### src/design/fpmc_pkg.sv
// shared types and constants for the fence position mode controller
package fpmc_pkg;
    localparam int VAL_MAX     = 9999;
    localparam int ZERO_OFFSET = 500;
    localparam int DEF_SLOTS   = 8;
    localparam logic [9:0] PPM_RESET = 10'd100;

    localparam logic [2:0] M_SEL   = 3'd0;
    localparam logic [2:0] M_READY = 3'd1;
    localparam logic [2:0] M_PGM   = 3'd2;
    localparam logic [2:0] M_RUN   = 3'd3;
    localparam logic [2:0] M_STOP  = 3'd4;
    localparam logic [2:0] M_DMM   = 3'd5;

    localparam int K_STOP  = 0;
    localparam int K_LIMIT = 1;
    localparam int K_DONE  = 2;
    localparam int K_I     = 3;
    localparam int K_II    = 4;
    localparam int K_ZERO  = 5;
    localparam int K_UP    = 6;
    localparam int K_DOWN  = 7;
    localparam int K_MUP   = 8;
    localparam int K_MDOWN = 9;

    // controller to datapath
    typedef struct packed {
        logic load;     // capture request, start divide
        logic div_step; // one restoring divide step
        logic decide;   // run the event logic, start multiply
        logic mul_step; // one shift-add multiply step
        logic finish;   // saturate and publish result
    } t_cmd;

    // datapath to controller
    typedef struct packed {
        logic need_mul;
    } t_sts;
endpackage

### src/design/fence_position_mode_controller_unit.sv
// top level of the fence position mode controller
//  channel | direction | handshake          | payload
//  input   | in        | i_valid / o_stall  | key, motor, limit and meter fields
//  output  | out       | o_valid / i_stall  | mode, position, target, slot, commands
//  config  | in        | i_cfg_valid / o_cfg_ready | pulses_per_mm
// a request runs 24 restoring divide steps for the pulse count, a decide step,
// 10 shift-add multiply steps when a move starts, and an output step that waits
// while a held result stalls it. one request in flight at a time.
// reset is synchronous, active low; slot store and axis state clear at once.
// the result register holds while i_stall is high.
module fence_position_mode_controller_unit #(
    parameter int NUM_SLOTS = fpmc_pkg::DEF_SLOTS
) (
    input  logic               i_clk,
    input  logic               i_rst_n,
    input  logic               i_valid,
    output logic               o_stall,
    input  logic [9:0]         i_key_flags,
    input  logic               i_motor_running,
    input  logic               i_motor_dir_up,
    input  logic [23:0]        i_pulses_done,
    input  logic               i_up_limit_clear,
    input  logic               i_down_limit_clear,
    input  logic               i_interlock_clear,
    input  logic               i_meter_timer_active,
    output logic               o_valid,
    input  logic               i_stall,
    output logic [2:0]         o_mode_now,
    output logic signed [15:0] o_position_mm,
    output logic [13:0]        o_target_mm,
    output logic [2:0]         o_slot_index,
    output logic [13:0]        o_slot_value,
    output logic               o_move_start,
    output logic signed [24:0] o_move_pulses,
    output logic               o_move_stop,
    output logic               o_slot_save,
    output logic               o_meter_timer_start,
    input  logic               i_cfg_valid,
    output logic               o_cfg_ready,
    input  logic [9:0]         i_cfg_data
);
    import fpmc_pkg::*;

    t_cmd w_cmd;
    t_sts w_sts;

    assign o_cfg_ready = 1'b1;

    fpmc_ctrl u_ctrl (
        .i_clk(i_clk), .i_rst_n(i_rst_n), .i_valid(i_valid), .o_in_stall(o_stall),
        .o_valid(o_valid), .i_out_stall(i_stall), .i_sts(w_sts), .o_cmd(w_cmd)
    );

    fpmc_dp #(.NUM_SLOTS(NUM_SLOTS)) u_dp (
        .i_clk(i_clk), .i_rst_n(i_rst_n), .i_cmd(w_cmd), .o_sts(w_sts),
        .i_cfg_we(i_cfg_valid && o_cfg_ready), .i_cfg_data(i_cfg_data),
        .i_key_flags(i_key_flags), .i_motor_running(i_motor_running),
        .i_motor_dir_up(i_motor_dir_up), .i_pulses_done(i_pulses_done),
        .i_up_limit_clear(i_up_limit_clear), .i_down_limit_clear(i_down_limit_clear),
        .i_interlock_clear(i_interlock_clear),
        .i_meter_timer_active(i_meter_timer_active),
        .o_mode_now(o_mode_now), .o_position_mm(o_position_mm),
        .o_target_mm(o_target_mm), .o_slot_index(o_slot_index),
        .o_slot_value(o_slot_value), .o_move_start(o_move_start),
        .o_move_pulses(o_move_pulses), .o_move_stop(o_move_stop),
        .o_slot_save(o_slot_save), .o_meter_timer_start(o_meter_timer_start)
    );

    // a new request is never taken while a result waits
    a_no_take_pending: assert property (@(posedge i_clk) disable iff (!i_rst_n)
        (o_valid && i_stall) |-> o_stall) else $error("request taken over held result");

    // a taken request cannot produce a result in the next cycle
    a_latency: assert property (@(posedge i_clk) disable iff (!i_rst_n)
        (i_valid && !o_stall) |=> !$rose(o_valid)) else $error("result too early");

    // no move count without a start
    a_pulses_zero: assert property (@(posedge i_clk) disable iff (!i_rst_n)
        (o_valid && !o_move_start) |-> (o_move_pulses == '0))
        else $error("move count without start");
endmodule

### src/design/fpmc_ctrl.sv
// sequencer for divide, decide and multiply phases
module fpmc_ctrl (
    input  logic           i_clk,
    input  logic           i_rst_n,
    input  logic           i_valid,
    output logic           o_in_stall,
    output logic           o_valid,
    input  logic           i_out_stall,
    input  fpmc_pkg::t_sts i_sts,
    output fpmc_pkg::t_cmd o_cmd
);
    import fpmc_pkg::*;

    localparam logic [2:0] S_IDLE = 3'd0;
    localparam logic [2:0] S_DIV  = 3'd1;
    localparam logic [2:0] S_DEC  = 3'd2;
    localparam logic [2:0] S_MUL  = 3'd3;
    localparam logic [2:0] S_FIN  = 3'd4;

    logic [2:0] r_state, n_state;
    logic [4:0] r_cnt, n_cnt;
    logic       r_valid, n_valid;
    logic       w_take;

    assign o_in_stall = (r_state != S_IDLE) || (r_valid && i_out_stall);
    assign w_take = i_valid && !o_in_stall;
    assign o_valid = r_valid;

    always_comb begin
        n_state = r_state;
        n_cnt = r_cnt;
        n_valid = r_valid && i_out_stall;
        o_cmd = '0;
        case (r_state)
            S_IDLE: begin
                if (w_take) begin
                    o_cmd.load = 1'b1;
                    n_state = S_DIV;
                    n_cnt = 5'd0;
                end
            end
            S_DIV: begin
                o_cmd.div_step = 1'b1;
                n_cnt = r_cnt + 5'd1;
                if (r_cnt == 5'd23) n_state = S_DEC;
            end
            S_DEC: begin
                o_cmd.decide = 1'b1;
                n_cnt = 5'd0;
                n_state = i_sts.need_mul ? S_MUL : S_FIN;
            end
            S_MUL: begin
                o_cmd.mul_step = 1'b1;
                n_cnt = r_cnt + 5'd1;
                if (r_cnt == 5'd9) n_state = S_FIN;
            end
            S_FIN: begin
                if (!(r_valid && i_out_stall)) begin
                    o_cmd.finish = 1'b1;
                    n_valid = 1'b1;
                    n_state = S_IDLE;
                end
            end
            default: n_state = S_IDLE;
        endcase
    end

    always_ff @(posedge i_clk) begin
        if (!i_rst_n) begin
            r_state <= S_IDLE;
            r_cnt <= '0;
            r_valid <= 1'b0;
        end else begin
            r_state <= n_state;
            r_cnt <= n_cnt;
            r_valid <= n_valid;
        end
    end
endmodule

### src/design/fpmc_dp.sv
// datapath: axis state, slot store, divider and multiplier
module fpmc_dp #(
    parameter int NUM_SLOTS = fpmc_pkg::DEF_SLOTS
) (
    input  logic               i_clk,
    input  logic               i_rst_n,
    input  fpmc_pkg::t_cmd     i_cmd,
    output fpmc_pkg::t_sts     o_sts,
    input  logic               i_cfg_we,
    input  logic [9:0]         i_cfg_data,
    input  logic [9:0]         i_key_flags,
    input  logic               i_motor_running,
    input  logic               i_motor_dir_up,
    input  logic [23:0]        i_pulses_done,
    input  logic               i_up_limit_clear,
    input  logic               i_down_limit_clear,
    input  logic               i_interlock_clear,
    input  logic               i_meter_timer_active,
    output logic [2:0]         o_mode_now,
    output logic signed [15:0] o_position_mm,
    output logic [13:0]        o_target_mm,
    output logic [2:0]         o_slot_index,
    output logic [13:0]        o_slot_value,
    output logic               o_move_start,
    output logic signed [24:0] o_move_pulses,
    output logic               o_move_stop,
    output logic               o_slot_save,
    output logic               o_meter_timer_start
);
    import fpmc_pkg::*;

    localparam int SW = (NUM_SLOTS > 1) ? $clog2(NUM_SLOTS) : 1;
    localparam logic [SW-1:0] SLOT_LAST = SW'(NUM_SLOTS - 1);

    logic [9:0]  r_ppm;
    logic [2:0]  r_mode;
    logic [15:0] r_pos, r_base;
    logic [13:0] r_tgt, r_edit;
    logic        r_zero;
    logic [SW-1:0] r_slot;
    logic [13:0] r_store [NUM_SLOTS];

    // captured request
    logic [9:0]  r_keys;
    logic        r_run, r_dir, r_up_ok, r_dn_ok, r_meter;
    // divider
    logic [23:0] r_quo;
    logic [9:0]  r_rem;
    // multiplier
    logic [15:0] r_diff_mag;   // |target - base|, 17-bit signed fits as magnitude
    logic        r_diff_neg;
    logic [26:0] r_acc;
    logic [9:0]  r_mcand;
    // pending flags
    logic r_start, r_stop, r_save, r_mstart;

    logic [9:0] w_ppm;
    assign w_ppm = (r_ppm == '0) ? 10'd1 : r_ppm;

    // divide step
    logic [10:0] w_trial;
    logic [10:0] w_sub;
    assign w_trial = {r_rem, r_quo[23]};
    assign w_sub = w_trial - {1'b0, w_ppm};

    // event logic
    logic [2:0]  d_mode;
    logic [15:0] d_pos, d_base;
    logic [13:0] d_tgt, d_edit;
    logic        d_zero, d_stop, d_save, d_mstart, d_start, d_meter;
    logic [SW-1:0] d_slot;
    logic [SW-1:0] d_wr_slot;
    logic [13:0] d_store_wr;
    logic        d_store_we;
    logic signed [16:0] d_diff;
    logic signed [16:0] w_pos_s;
    logic [13:0] w_rd;

    always_comb begin
        d_mode = r_mode; d_pos = r_pos; d_base = r_base; d_tgt = r_tgt;
        d_edit = r_edit; d_zero = r_zero; d_slot = r_slot;
        d_stop = 1'b0; d_save = 1'b0; d_mstart = 1'b0; d_start = 1'b0;
        d_meter = r_meter; d_store_we = 1'b0; d_store_wr = r_edit;
        d_wr_slot = '0;
        w_pos_s = '0; w_rd = '0; d_diff = '0;

        if (32'(d_slot) >= NUM_SLOTS) d_slot = '0;
        if (r_run) d_pos = r_dir ? r_base + r_quo[15:0] : r_base - r_quo[15:0];

        if (r_keys[K_STOP] && d_mode == M_READY) begin
            d_mode = M_DMM; d_meter = 1'b1; d_mstart = 1'b1;
        end
        if (d_mode == M_DMM && !d_meter) d_mode = M_READY;

        if ((r_keys[K_STOP] || r_keys[K_LIMIT]) && d_mode == M_RUN) begin
            d_stop = 1'b1;
            d_mode = r_keys[K_STOP] ? M_READY : M_STOP;
            d_base = d_pos;
            w_pos_s = 17'(signed'(d_pos));
            if (w_pos_s < 0) d_tgt = '0;
            else if (w_pos_s > VAL_MAX) d_tgt = 14'(VAL_MAX);
            else d_tgt = d_pos[13:0];
            if (r_zero) begin
                d_base = '0; d_pos = '0; d_tgt = '0; d_zero = 1'b0; d_mode = M_READY;
            end
        end

        if (r_keys[K_DONE] && d_mode == M_RUN) begin
            d_mode = M_READY;
            d_base = {2'b00, d_tgt};
            d_pos = {2'b00, d_tgt};
        end

        if (d_mode != M_RUN) begin
            w_rd = r_store[d_slot];
            if (r_keys[K_I]) begin
                d_mode = (d_mode == M_SEL) ? M_READY : M_SEL;
                d_edit = w_rd;
            end else if (r_keys[K_II]) begin
                if (d_mode == M_PGM) begin
                    d_store_we = 1'b1; d_store_wr = d_edit; d_wr_slot = d_slot;
                    d_save = 1'b1; d_mode = M_SEL;
                end else begin
                    d_mode = M_PGM; d_edit = w_rd;
                end
            end else if (r_keys[K_ZERO] && d_mode == M_READY && r_dn_ok) begin
                d_pos = 16'(ZERO_OFFSET); d_base = 16'(ZERO_OFFSET);
                d_tgt = '0; d_zero = 1'b1;
            end

            if (d_mode == M_PGM && r_keys[K_UP] && d_edit < 14'(VAL_MAX))
                d_edit = d_edit + 14'd1;
            else if (d_mode == M_PGM && r_keys[K_DOWN] && d_edit > 14'd0)
                d_edit = d_edit - 14'd1;

            // a slot saved in this request reads back its new value
            if (d_mode == M_SEL && r_keys[K_UP]) begin
                d_slot = (d_slot < SLOT_LAST) ? d_slot + SW'(1) : '0;
                d_edit = (d_store_we && d_slot == d_wr_slot) ? d_store_wr : r_store[d_slot];
            end else if (d_mode == M_SEL && r_keys[K_DOWN]) begin
                d_slot = (d_slot > '0) ? d_slot - SW'(1) : SLOT_LAST;
                d_edit = (d_store_we && d_slot == d_wr_slot) ? d_store_wr : r_store[d_slot];
            end

            if (d_mode == M_READY && r_keys[K_UP] && r_up_ok) begin
                if ({1'b0, d_tgt} < 15'(VAL_MAX) - {1'b0, d_edit}) d_tgt = d_tgt + d_edit;
            end else if (d_mode == M_READY && r_keys[K_DOWN] && r_dn_ok) begin
                if (d_tgt >= d_edit) d_tgt = d_tgt - d_edit;
            end

            if (r_keys[K_MUP] && d_tgt < 14'(VAL_MAX) && d_mode == M_READY && r_up_ok)
                d_tgt = d_tgt + 14'd1;
            else if (r_keys[K_MDOWN] && d_tgt > 14'd0 && d_mode == M_READY && r_dn_ok)
                d_tgt = d_tgt - 14'd1;
        end

        d_diff = signed'({3'b000, d_tgt}) - 17'(signed'(d_base));
        if (d_diff != 17'sd0 && d_mode == M_READY) begin
            d_start = 1'b1; d_mode = M_RUN;
        end
    end

    assign o_sts.need_mul = d_start;

    logic signed [27:0] w_signed;
    assign w_signed = r_diff_neg ? -signed'({1'b0, r_acc}) : signed'({1'b0, r_acc});

    always_ff @(posedge i_clk) begin
        if (!i_rst_n) begin
            r_ppm <= PPM_RESET;
            r_mode <= M_SEL; r_pos <= '0; r_base <= '0; r_tgt <= '0;
            r_zero <= 1'b0; r_slot <= '0; r_edit <= '0;
        end else begin
            if (i_cfg_we) r_ppm <= i_cfg_data;
            if (i_cmd.decide) begin
                r_mode <= d_mode; r_pos <= d_pos; r_base <= d_base; r_tgt <= d_tgt;
                r_zero <= d_zero; r_slot <= d_slot; r_edit <= d_edit;
            end
        end
    end

    // slot store: cleared by reset, small register array
    always_ff @(posedge i_clk) begin
        if (!i_rst_n) begin
            for (int i = 0; i < NUM_SLOTS; i++) r_store[i] <= '0;
        end else if (i_cmd.decide && d_store_we) begin
            r_store[d_wr_slot] <= d_store_wr;
        end
    end

    always_ff @(posedge i_clk) begin
        if (i_cmd.load) begin
            r_keys <= i_key_flags; r_run <= i_motor_running; r_dir <= i_motor_dir_up;
            r_up_ok <= i_up_limit_clear && i_interlock_clear;
            r_dn_ok <= i_down_limit_clear && i_interlock_clear;
            r_meter <= i_meter_timer_active;
            r_quo <= i_pulses_done; r_rem <= '0;
        end
        if (i_cmd.div_step) begin
            if (!w_sub[10]) begin
                r_rem <= w_sub[9:0]; r_quo <= {r_quo[22:0], 1'b1};
            end else begin
                r_rem <= w_trial[9:0]; r_quo <= {r_quo[22:0], 1'b0};
            end
        end
        if (i_cmd.decide) begin
            r_start <= d_start; r_stop <= d_stop; r_save <= d_save; r_mstart <= d_mstart;
            r_diff_neg <= d_diff[16];
            r_diff_mag <= d_diff[16] ? 16'(-d_diff) : d_diff[15:0];
            r_acc <= '0; r_mcand <= w_ppm;
        end
        if (i_cmd.mul_step) begin
            r_acc <= (r_acc << 1) + (r_mcand[9] ? {11'd0, r_diff_mag} : 27'd0);
            r_mcand <= {r_mcand[8:0], 1'b0};
        end
        if (i_cmd.finish) begin
            o_mode_now <= r_mode;
            o_position_mm <= signed'(r_pos);
            o_target_mm <= r_tgt;
            o_slot_index <= 3'(r_slot);
            o_slot_value <= r_edit;
            o_move_start <= r_start;
            o_move_stop <= r_stop;
            o_slot_save <= r_save;
            o_meter_timer_start <= r_mstart;
            if (!r_start) o_move_pulses <= '0;
            else if (w_signed > 28'sd16777215) o_move_pulses <= 25'sd16777215;
            else if (w_signed < -28'sd16777216) o_move_pulses <= -25'sd16777216;
            else o_move_pulses <= w_signed[24:0];
        end
    end
endmodule

### config.mk
export PLATFORM = sky130hd
export DESIGN_NAME = fence_position_mode_controller_unit
export DESIGN_NICKNAME = d
export VERILOG_FILES = /design/src/design/fpmc_pkg.sv /design/src/design/fence_position_mode_controller_unit.sv /design/src/design/fpmc_ctrl.sv /design/src/design/fpmc_dp.sv
export SDC_FILE = /design/constraint.sdc
export NUM_CORES = 1
export LEC_CHECK = 0
export BUFFER_PORTS_ARGS = -buffer_cell sky130_fd_sc_hd__buf_2
export CORE_MARGIN = 2
export CORE_UTILIZATION = 45
export DETAILED_ROUTE_END_ITERATION = 10
export SYNTH_ARGS = -nofsm -noshare
export SYNTH_HDL_FRONTEND = slang
export SYNTH_SLANG_ARGS = --single-unit
### constraint.sdc
create_clock -name i_clk -period 13 [get_ports i_clk]
set_input_delay 1.95 -clock i_clk [delete_from_list [all_inputs] [get_ports i_clk]]
set_output_delay 1.95 -clock i_clk [all_outputs]
set_load 0.1 [all_outputs]
## Word-level counts from Yosys, hierarchy flattened

Memories as Yosys holds them, arrays and structs flattened. A register that Yosys moved wholly into a read port is not among the register bits.
Index checks and enable logic that the tools add are counted.

- Bitwise logic cells: 1
- Order comparisons: 12
- Reductions and logical operators: 51
- Add/sub/neg operators: 17
- Mux-type cells: 119
- Eq/ne operators: 22

Operator list:

| operator | count |
|---|---|
| 2-to-1 mux 14 bit | 28 |
| 2-to-1 mux 16 bit | 17 |
| 2-to-1 mux 3 bit | 28 |
| 2-to-1 mux 24 bit | 3 |
| 2-to-1 mux 10 bit | 6 |
| 2-to-1 mux 27 bit | 2 |
| logical AND 1 bit | 30 |
| 2-to-1 mux 1 bit | 29 |
| adder 14 x 1 -> 14 bit, second input constant | 2 |
| greater-than comparator 14 x 1 -> 1 bit, second input constant | 2 |
| greater-than comparator 28 x 25 -> 1 bit, second input constant | 1 |
| < comparator 14 bit, second input constant | 2 |
| < comparator 28 x 25 -> 1 bit, second input constant | 1 |
| 2-to-1 mux 28 bit | 1 |
| negator 27 -> 28 bit | 1 |
| subtractor 14 x 1 -> 14 bit, second input constant | 2 |
| adder 27 bit | 1 |
| 2-to-1 mux 25 bit | 1 |
| equality test 3 x 2 -> 1 bit, second input constant | 6 |
| nonzero test 17 bit | 1 |
| subtractor 15 x 16 -> 17 bit | 1 |
| adder 16 bit | 1 |
| greater-than comparator 16 x 15 -> 1 bit, second input constant | 1 |
| < comparator 16 x 1 -> 1 bit, second input constant | 1 |
| 37 further kinds | 54 |

- Memories kept: 1
- Output and inout bits: 82
- Input port bits: 55
- Bits in writable memories: 112
- Register bits after elaboration: 272

Memories:

| name | words | width | rd ports | clocked after memory_dff | wr ports | RTL line | text |
|---|---|---|---|---|---|---|---|
| u_dp.r_store | 8 | 14 | 3 | 1 | 8 | fpmc_dp.sv:41 | `logic [13:0] r_store [NUM_SLOTS];` |

## Longest topological paths before layout

- Depth after elaboration: 43
- Gate-level depth with buffers: 64
- Mapped depth without buffers: 62

## Modules after synthesis

Synthesis repeated with hierarchy kept, for this count alone.

- Cells, all modules: 2644
- Area total of the unflattened synthesis: 26190.1 um^2

Modules (own cells, without submodules):

| module | times used | area an instance (um^2) | seq. area each (um^2) | cells an instance |
|---|---|---|---|---|
| fpmc_dp | 1 | 25637.1 | 10540.1 | 2577 |
| fpmc_ctrl | 1 | 541.8 | 180.2 | 65 |
| fence_position_mode_controller_unit | 1 | 11.3 | 0.0 | 2 |

## Worst setup path before layout

OpenSTA, ideal clock, no wires.

- Path kind: reg-to-reg
- From: register u_dp.r_slot[0]
- To: register u_dp.r_start, data pin
- Slack: 1.484 ns
- Setup time: 0.256 ns
- Path buffers: 8
- Data arrival time: 11.260 ns
- Period minus slack after synthesis: 11.516 ns
- Cell stages (with the launch flop): 55
- Cell sequence: dfxtp_1 > clkbuf_1 > buf_1 > inv_1 > ha_1 > clkbuf_1 > clkbuf_1 > buf_1 > clkbuf_1 > mux2_2 > nand2_1 > o21ai_0 > a21oi_1 > inv_1 > fa_1 > nor2b_1 > o21ai_0 > a21oi_1 > [... 19 more ...] > o21ai_0 > nand2b_1 > a21oi_1 > o21bai_1 > a21o_1 > a21o_1 > a21o_1 > a21o_1 > a21oi_1 > o21bai_1 > a21o_1 > a21o_1 > a21o_1 > nand2_1 > xor2_1 > and2_1 > a41o_1 > inv_2

- Word-level cells in the longest chain between the ends: 26

RTL lines:

| what | RTL line | text |
|---|---|---|
| start: declaration | fpmc_dp.sv:40 | `logic [SW-1:0] r_slot;` |
| start signal: assignment | fpmc_dp.sv:177 | `r_zero <= d_zero; r_slot <= d_slot; r_edit <= d_edit;` |
| branches (longest 8 deep; another with memory (8 x 14 bit)) | n/a |  |
| 2-to-1 mux 14 bit (*) | fpmc_dp.sv:137 | `if (d_mode == M_SEL && r_keys[K_UP]) begin` |
| 2-to-1 mux 14 bit (*) | fpmc_dp.sv:114 | `if (d_mode != M_RUN) begin` |
| subtractor 14 x 14 -> 15 bit (tied with other cells) | fpmc_dp.sv:146 | `if ({1'b0, d_tgt} < 15'(VAL_MAX) - {1'b0, d_edit}) d_tgt = d_tgt + d_edit;` |
| < comparator 14 x 15 -> 1 bit or 2-to-1 mux 14 bit (tied branches) | fpmc_dp.sv:146, fpmc_dp.sv:148 |  |
| 2-to-1 mux 14 bit, on equally long branches | fpmc_dp.sv:146, fpmc_dp.sv:147 |  |
| 2-to-1 mux 14 bit (*) | fpmc_dp.sv:145 | `if (d_mode == M_READY && r_keys[K_UP] && r_up_ok) begin` |
| 2-to-1 mux 14 bit (*) | fpmc_dp.sv:114 |  |
| [... 5 more ...] | n/a |  |
| 2-to-1 mux 14 bit (*) | fpmc_dp.sv:151 | `if (r_keys[K_MUP] && d_tgt < 14'(VAL_MAX) && d_mode == M_READY && r_up_ok)` |
| 2-to-1 mux 14 bit (*) | fpmc_dp.sv:114 |  |
| via u_dp.d_tgt[1] | fpmc_dp.sv:69 | `logic [13:0] d_tgt, d_edit;` |
| subtractor 15 x 16 -> 17 bit (*) | fpmc_dp.sv:157 | `d_diff = signed'({3'b000, d_tgt}) - 17'(signed'(d_base));` |
| nonzero test 17 bit (*) | fpmc_dp.sv:158 | `if (d_diff != 17'sd0 && d_mode == M_READY) begin` |
| logical AND 1 bit (*) | fpmc_dp.sv:158 |  |
| 2-to-1 mux 1 bit (*) | fpmc_dp.sv:158 |  |
| via u_ctrl.i_sts | fpmc_ctrl.sv:9 | `input fpmc_pkg::t_sts i_sts,` |
| end signal: assignment | fpmc_dp.sv:207 | `r_start <= d_start; r_stop <= d_stop; r_save <= d_save; r_mstart <= d_mstart;` |
| end: declaration | fpmc_dp.sv:55 | `logic r_start, r_stop, r_save, r_mstart;` |

Mark *: on every way through the listed nets, which the timed path passes. The select of a mux whose other input is x is not followed.
A chain may end at the register's enable or synchronous reset.

## Worst setup path in the final report

- From: register u_dp.r_quo[2]
- To: register u_dp.r_start, data pin

- Word-level cells in the longest chain between the ends: 28

RTL lines:

| what | RTL line | text |
|---|---|---|
| start: declaration | fpmc_dp.sv:47 | `logic [23:0] r_quo;` |
| start signal: assignment | fpmc_dp.sv:201 | `r_rem <= w_sub[9:0]; r_quo <= {r_quo[22:0], 1'b1};` |
| start signal: assignment | fpmc_dp.sv:203 | `r_rem <= w_trial[9:0]; r_quo <= {r_quo[22:0], 1'b0};` |
| subtractor 16 bit or adder 16 bit (tied branches) | fpmc_dp.sv:88 | `if (r_run) d_pos = r_dir ? r_base + r_quo[15:0] : r_base - r_quo[15:0];` |
| 2-to-1 mux 16 bit (*) (2 in a row) | fpmc_dp.sv:88 |  |
| greater-than comparator 16 x 15 -> 1 bit | fpmc_dp.sv:101 | `else if (w_pos_s > VAL_MAX) d_tgt = 14'(VAL_MAX);` |
| 2-to-1 mux 14 bit | fpmc_dp.sv:101 |  |
| 2-to-1 mux 14 bit (*) | fpmc_dp.sv:100 | `if (w_pos_s < 0) d_tgt = '0;` |
| 2-to-1 mux 14 bit (*) | fpmc_dp.sv:103 | `if (r_zero) begin` |
| 2-to-1 mux 14 bit (*) | fpmc_dp.sv:95 | `if ((r_keys[K_STOP] \|\| r_keys[K_LIMIT]) && d_mode == M_RUN) begin` |
| 2-to-1 mux 14 bit | fpmc_dp.sv:126 | `end else if (r_keys[K_ZERO] && d_mode == M_READY && r_dn_ok) begin` |
| [... 13 more ...] | n/a |  |
| 2-to-1 mux 14 bit | fpmc_dp.sv:151 |  |
| 2-to-1 mux 14 bit (*) | fpmc_dp.sv:114 |  |
| via u_dp.d_tgt[1] | fpmc_dp.sv:69 |  |
| subtractor 15 x 16 -> 17 bit (*) | fpmc_dp.sv:157 |  |
| nonzero test 17 bit (*) | fpmc_dp.sv:158 |  |
| logical AND 1 bit (*) | fpmc_dp.sv:158 |  |
| 2-to-1 mux 1 bit (*) | fpmc_dp.sv:158 |  |
| via u_ctrl.i_sts | fpmc_ctrl.sv:9 |  |

Mark *: on every way through the listed nets, which the timed path passes. The rest lies on a longest branch. The select of a mux whose other input is x is not followed.

==> flow_metrics.tcl <==
set metrics [dict create \
    placeableCoreArea_mm2 0.0574 \
    placed_area_mm2 0.0274 \
    finalMaxSlewViolations 0 \
    clockRootBuffer "clkbuf_16" \
    antenna_found_initial 0 \
    async_flop_share_pct 0 \
    finalPower_mw 5.76 \
    synth.avg_cell_area_um2 9.87 \
    dp_cells 3425 \
    grt-ovfl-total 0 \
    drt_wl_total_mm 80.1 \
    initial_utilization_pct 45.3 \
    synth_edf_count 297 \
    final.setup.tns_ns 0 \
    endpoint_kind "register" \
    die_w_um 244 \
    wire_per_inst_um 22.8 \
    hold_viol 0 \
    clk_path_buf_depth 3 \
    reg2reg_depth 57 \
    synth_cells 2632 \
    grt_pass1_vias 20800 \
    synth_seq_cells 387 \
    critPathMaxFanout 13 \
    irDropWorstVdd_mv 0.132 \
    period_needed_ns 12.33 \
    cts_resized 0 \
    syn_area_mm2 0.0260 \
    cts_setup_buffers 0 \
    nFillCells 5309 \
    drive_gt1_share_pct 14.8 \
    ctsHoldBuffers 0 \
    period_share_pct 94.9 \
    path_common_cell "a21o_1" \
    synth_warnings 0 \
    worstPathArrival_ns 12.67 \
    area_growth_pct 11.6 \
    p_leak_nw 10.9 \
    rrSetupSlack_ns 0.67 \
    whs_ns 0.426 \
    mostFrequentLayoutCells "edfxtp_1, nand2_1, nor2_1" \
    setup_ws_ns 0.666 \
    ys_seq_area_share_pct 41.3 \
    rows 88 \
    grt_pass1_wl_mm 123 \
    drt_pre_antenna_iters 6 \
    worstMarginPinSlew_ns 1.26 \
    clock.fmax_mhz 81.1 \
    multiInputGateArea_mm2 0.0143 \
    finish.utilization_pct 50.5 \
    path_clk_slew_ns 0.06 \
    crit_path_start_kind "register" \
    diodes 0 \
    io_pins 137 \
    die_y_um 244 \
    ant_nets 0 \
    relSlewSlack_pct 15.8 \
    power_density_mw_per_mm2 199 \
    cts_tree "built" \
    io_buffer_count 135 \
    fin_nets 2871 \
    clock_latency_ns 0.60 \
    place_hpwl_mm 57.6 \
    path_class "reg -> reg" \
    clock_skew_ns 0.0308 \
    synth_cell_type_count 105 \
    final_common_cell "edfxtp_1" \
    rsz0062_at_grt "no" \
    dieArea_mm2 0.0597 \
    pre_cts_ws_ns 0.556 \
    r2r_start "u_dp.r_quo[2]" \
    cp_data_required_time_ns 13.33 \
    track_usage_pct 26.5 \
    clock_sinks 387 \
    grt_max_degree 87 \
    slowest_stage "or3b_2" \
    min_path_type "reg -> reg" \
    crit_end "u_dp.r_start" \
    ff_latch_area_mm2 0.0107 \
    setup_viol 0 \
    yosysTopAreaCell "edfxtp_1" \
    final_area_mm2 0.0290 \
    yosys.area.top_type_share_pct 34.3 \
    worstSetupStartpoint "u_dp.r_quo[2]" \
    vias 21500 \
    status "complete, no violations" \
    vias_per_cell 6.15 \
    numCtsBuffers 44 \
    cts.htree.levels 2 \
    synthesis.nets 2797 \
    timing.rr.end "u_dp.r_start" \
    globalplace.congestion 0.946 \
    drc 0 \
    slowest_delay_ns 0.48 \
    layout.cells.non_filler 3506 \
    synthTopCellsByArea "edfxtp_1, dfxtp_1, ha_1, mux2i_1, mux4_2" \
    drv_cap 0 \
    drt_iter0_markers 1891 \
    ys.flop_type "edfxtp_1" \
]
[power by group]
| part | internal (mW) | leakage [nW] | switching [mW] |
|---|---|---|---|
| Combinational | 1.00 | 6.51 | 1.71 |
| Clock | 0.793 | 0.733 | 0.526 |
| Sequential | 1.59 | 3.63 | 0.141 |
| Total | 3.39 | 10.9 | 2.37 |
[critical path: cells and delay by family (launching register included)]
| kind | cells | cell delay [ns] |
|---|---|---|
| DFF | 1 | 0.45 |
| and+or+nand+nor | 16 | 2.99 |
| AOI/OAI and AO/OA | 31 | 6.27 |
| adders and majority gates | 3 | 1.00 |
| xor gates and xnor gates | 2 | 0.39 |
| muxes | 2 | 0.48 |
| buffers and inverters | 3 | 0.48 |
[worst min path at each step]
stage / to / depth (start not counted) / startpoint / slack [ns]
2_1_floorplan: u_dp.o_meter_timer_start / 0 / u_dp.r_mstart / 0.40
3_3_place_gp: u_dp.o_slot_save / 0 / u_dp.r_save / 0.40
3_5_place_dp: u_dp.o_slot_save / 0 / u_dp.r_save / 0.42
4_1_cts: u_dp.o_slot_save / 0 / u_dp.r_save / 0.42
5_1_grt: u_dp.o_slot_save / 0 / u_dp.r_save / 0.43
6_report: u_dp.o_slot_save / 0 / u_dp.r_save / 0.43
[synthesized netlist by cell type (18+ instances only)]
cell / instances
or3_1: 23
edfxtp_1: 297
nor2b_1: 51
nor4_1: 41
a31oi_1: 28
clkbuf_1: 126
inv_1: 96
o31ai_1: 23
ha_1: 104
mux4_2: 53
nor3_1: 127
a21boi_0: 18
nor2_1: 164
dfxtp_1: 90
a211oi_1: 24
mux2i_1: 130
a21o_1: 35
a21oi_1: 106
xor2_1: 70
o21ai_0: 139
a22oi_1: 47
nand3_1: 34
nand2_1: 276
nand2b_1: 28
and3_1: 18
o21bai_1: 23
and2_1: 51
xnor2_1: 77
nand4_1: 20
[per-layer routing]
metal,routed length (um),global-route usage (%),vias up,share of wire [%]
li1,-,-,9965,-
met1,35800,37.1,10600,45
met2,36300,41.9,876,45
met3,5680,4.31,138,7.1
met4,2370,8.46,0,3.0
met5,0,0,-,0
[area by class of cell]
| type | instances | area share [%] |
|---|---|---|
| Clock buffer | 58 | 4.02 |
| Clock inverter | 23 | 1.17 |
| Inverter | 113 | 1.46 |
| Multi-Input combinational cell | 1975 | 49.4 |
| Sequential cell | 387 | 37.0 |
| Tap cell | 765 | 3.30 |
| Timing Repair Buffer | 185 | 3.67 |
[state kept, by name, indices dropped and copies added, names as in the netlist, 3 cells and up, named ones only]
| signal | flops |
|---|---|
| u_dp.r_rem | 10 |
| u_dp.r_mcand | 10 |
| u_dp.r_store | 112 |
| u_dp.r_pos | 16 |
| u_dp.r_base | 16 |
| u_dp.r_quo | 24 |
| u_dp.r_diff_mag | 16 |
| u_dp.r_edit | 14 |
| u_dp.r_acc | 27 |
| u_dp.r_mode | 3 |
| u_dp.o_position_mm | 16 |
| u_dp.o_slot_index | 3 |
| u_dp.o_move_pulses | 25 |
| u_dp.o_mode_now | 3 |
| u_dp.o_target_mm | 14 |
| u_ctrl.r_state | 3 |
| u_ctrl.r_cnt | 5 |
| u_dp.o_slot_value | 14 |
| u_dp.r_keys | 10 |
| u_dp.r_tgt | 14 |
| u_dp.r_ppm | 10 |
| u_dp.r_slot | 3 |
[cells by family after synthesis]
group | count (synthesis) | share of synthesized area (%)
XOR/XNOR | 147 | 4.96
AND/OR/NAND/NOR | 903 | 17.3
multiplexers | 196 | 10.2
flip-flops | 387 | 41.3
buffers and inverters | 270 | 4.23
AO/OA/AOI/OAI | 618 | 16.5
other | 1 | 0.0144
adder cells (fa/ha/maj) | 110 | 5.47
Note: power is estimated with default switching activity, not from simulation.
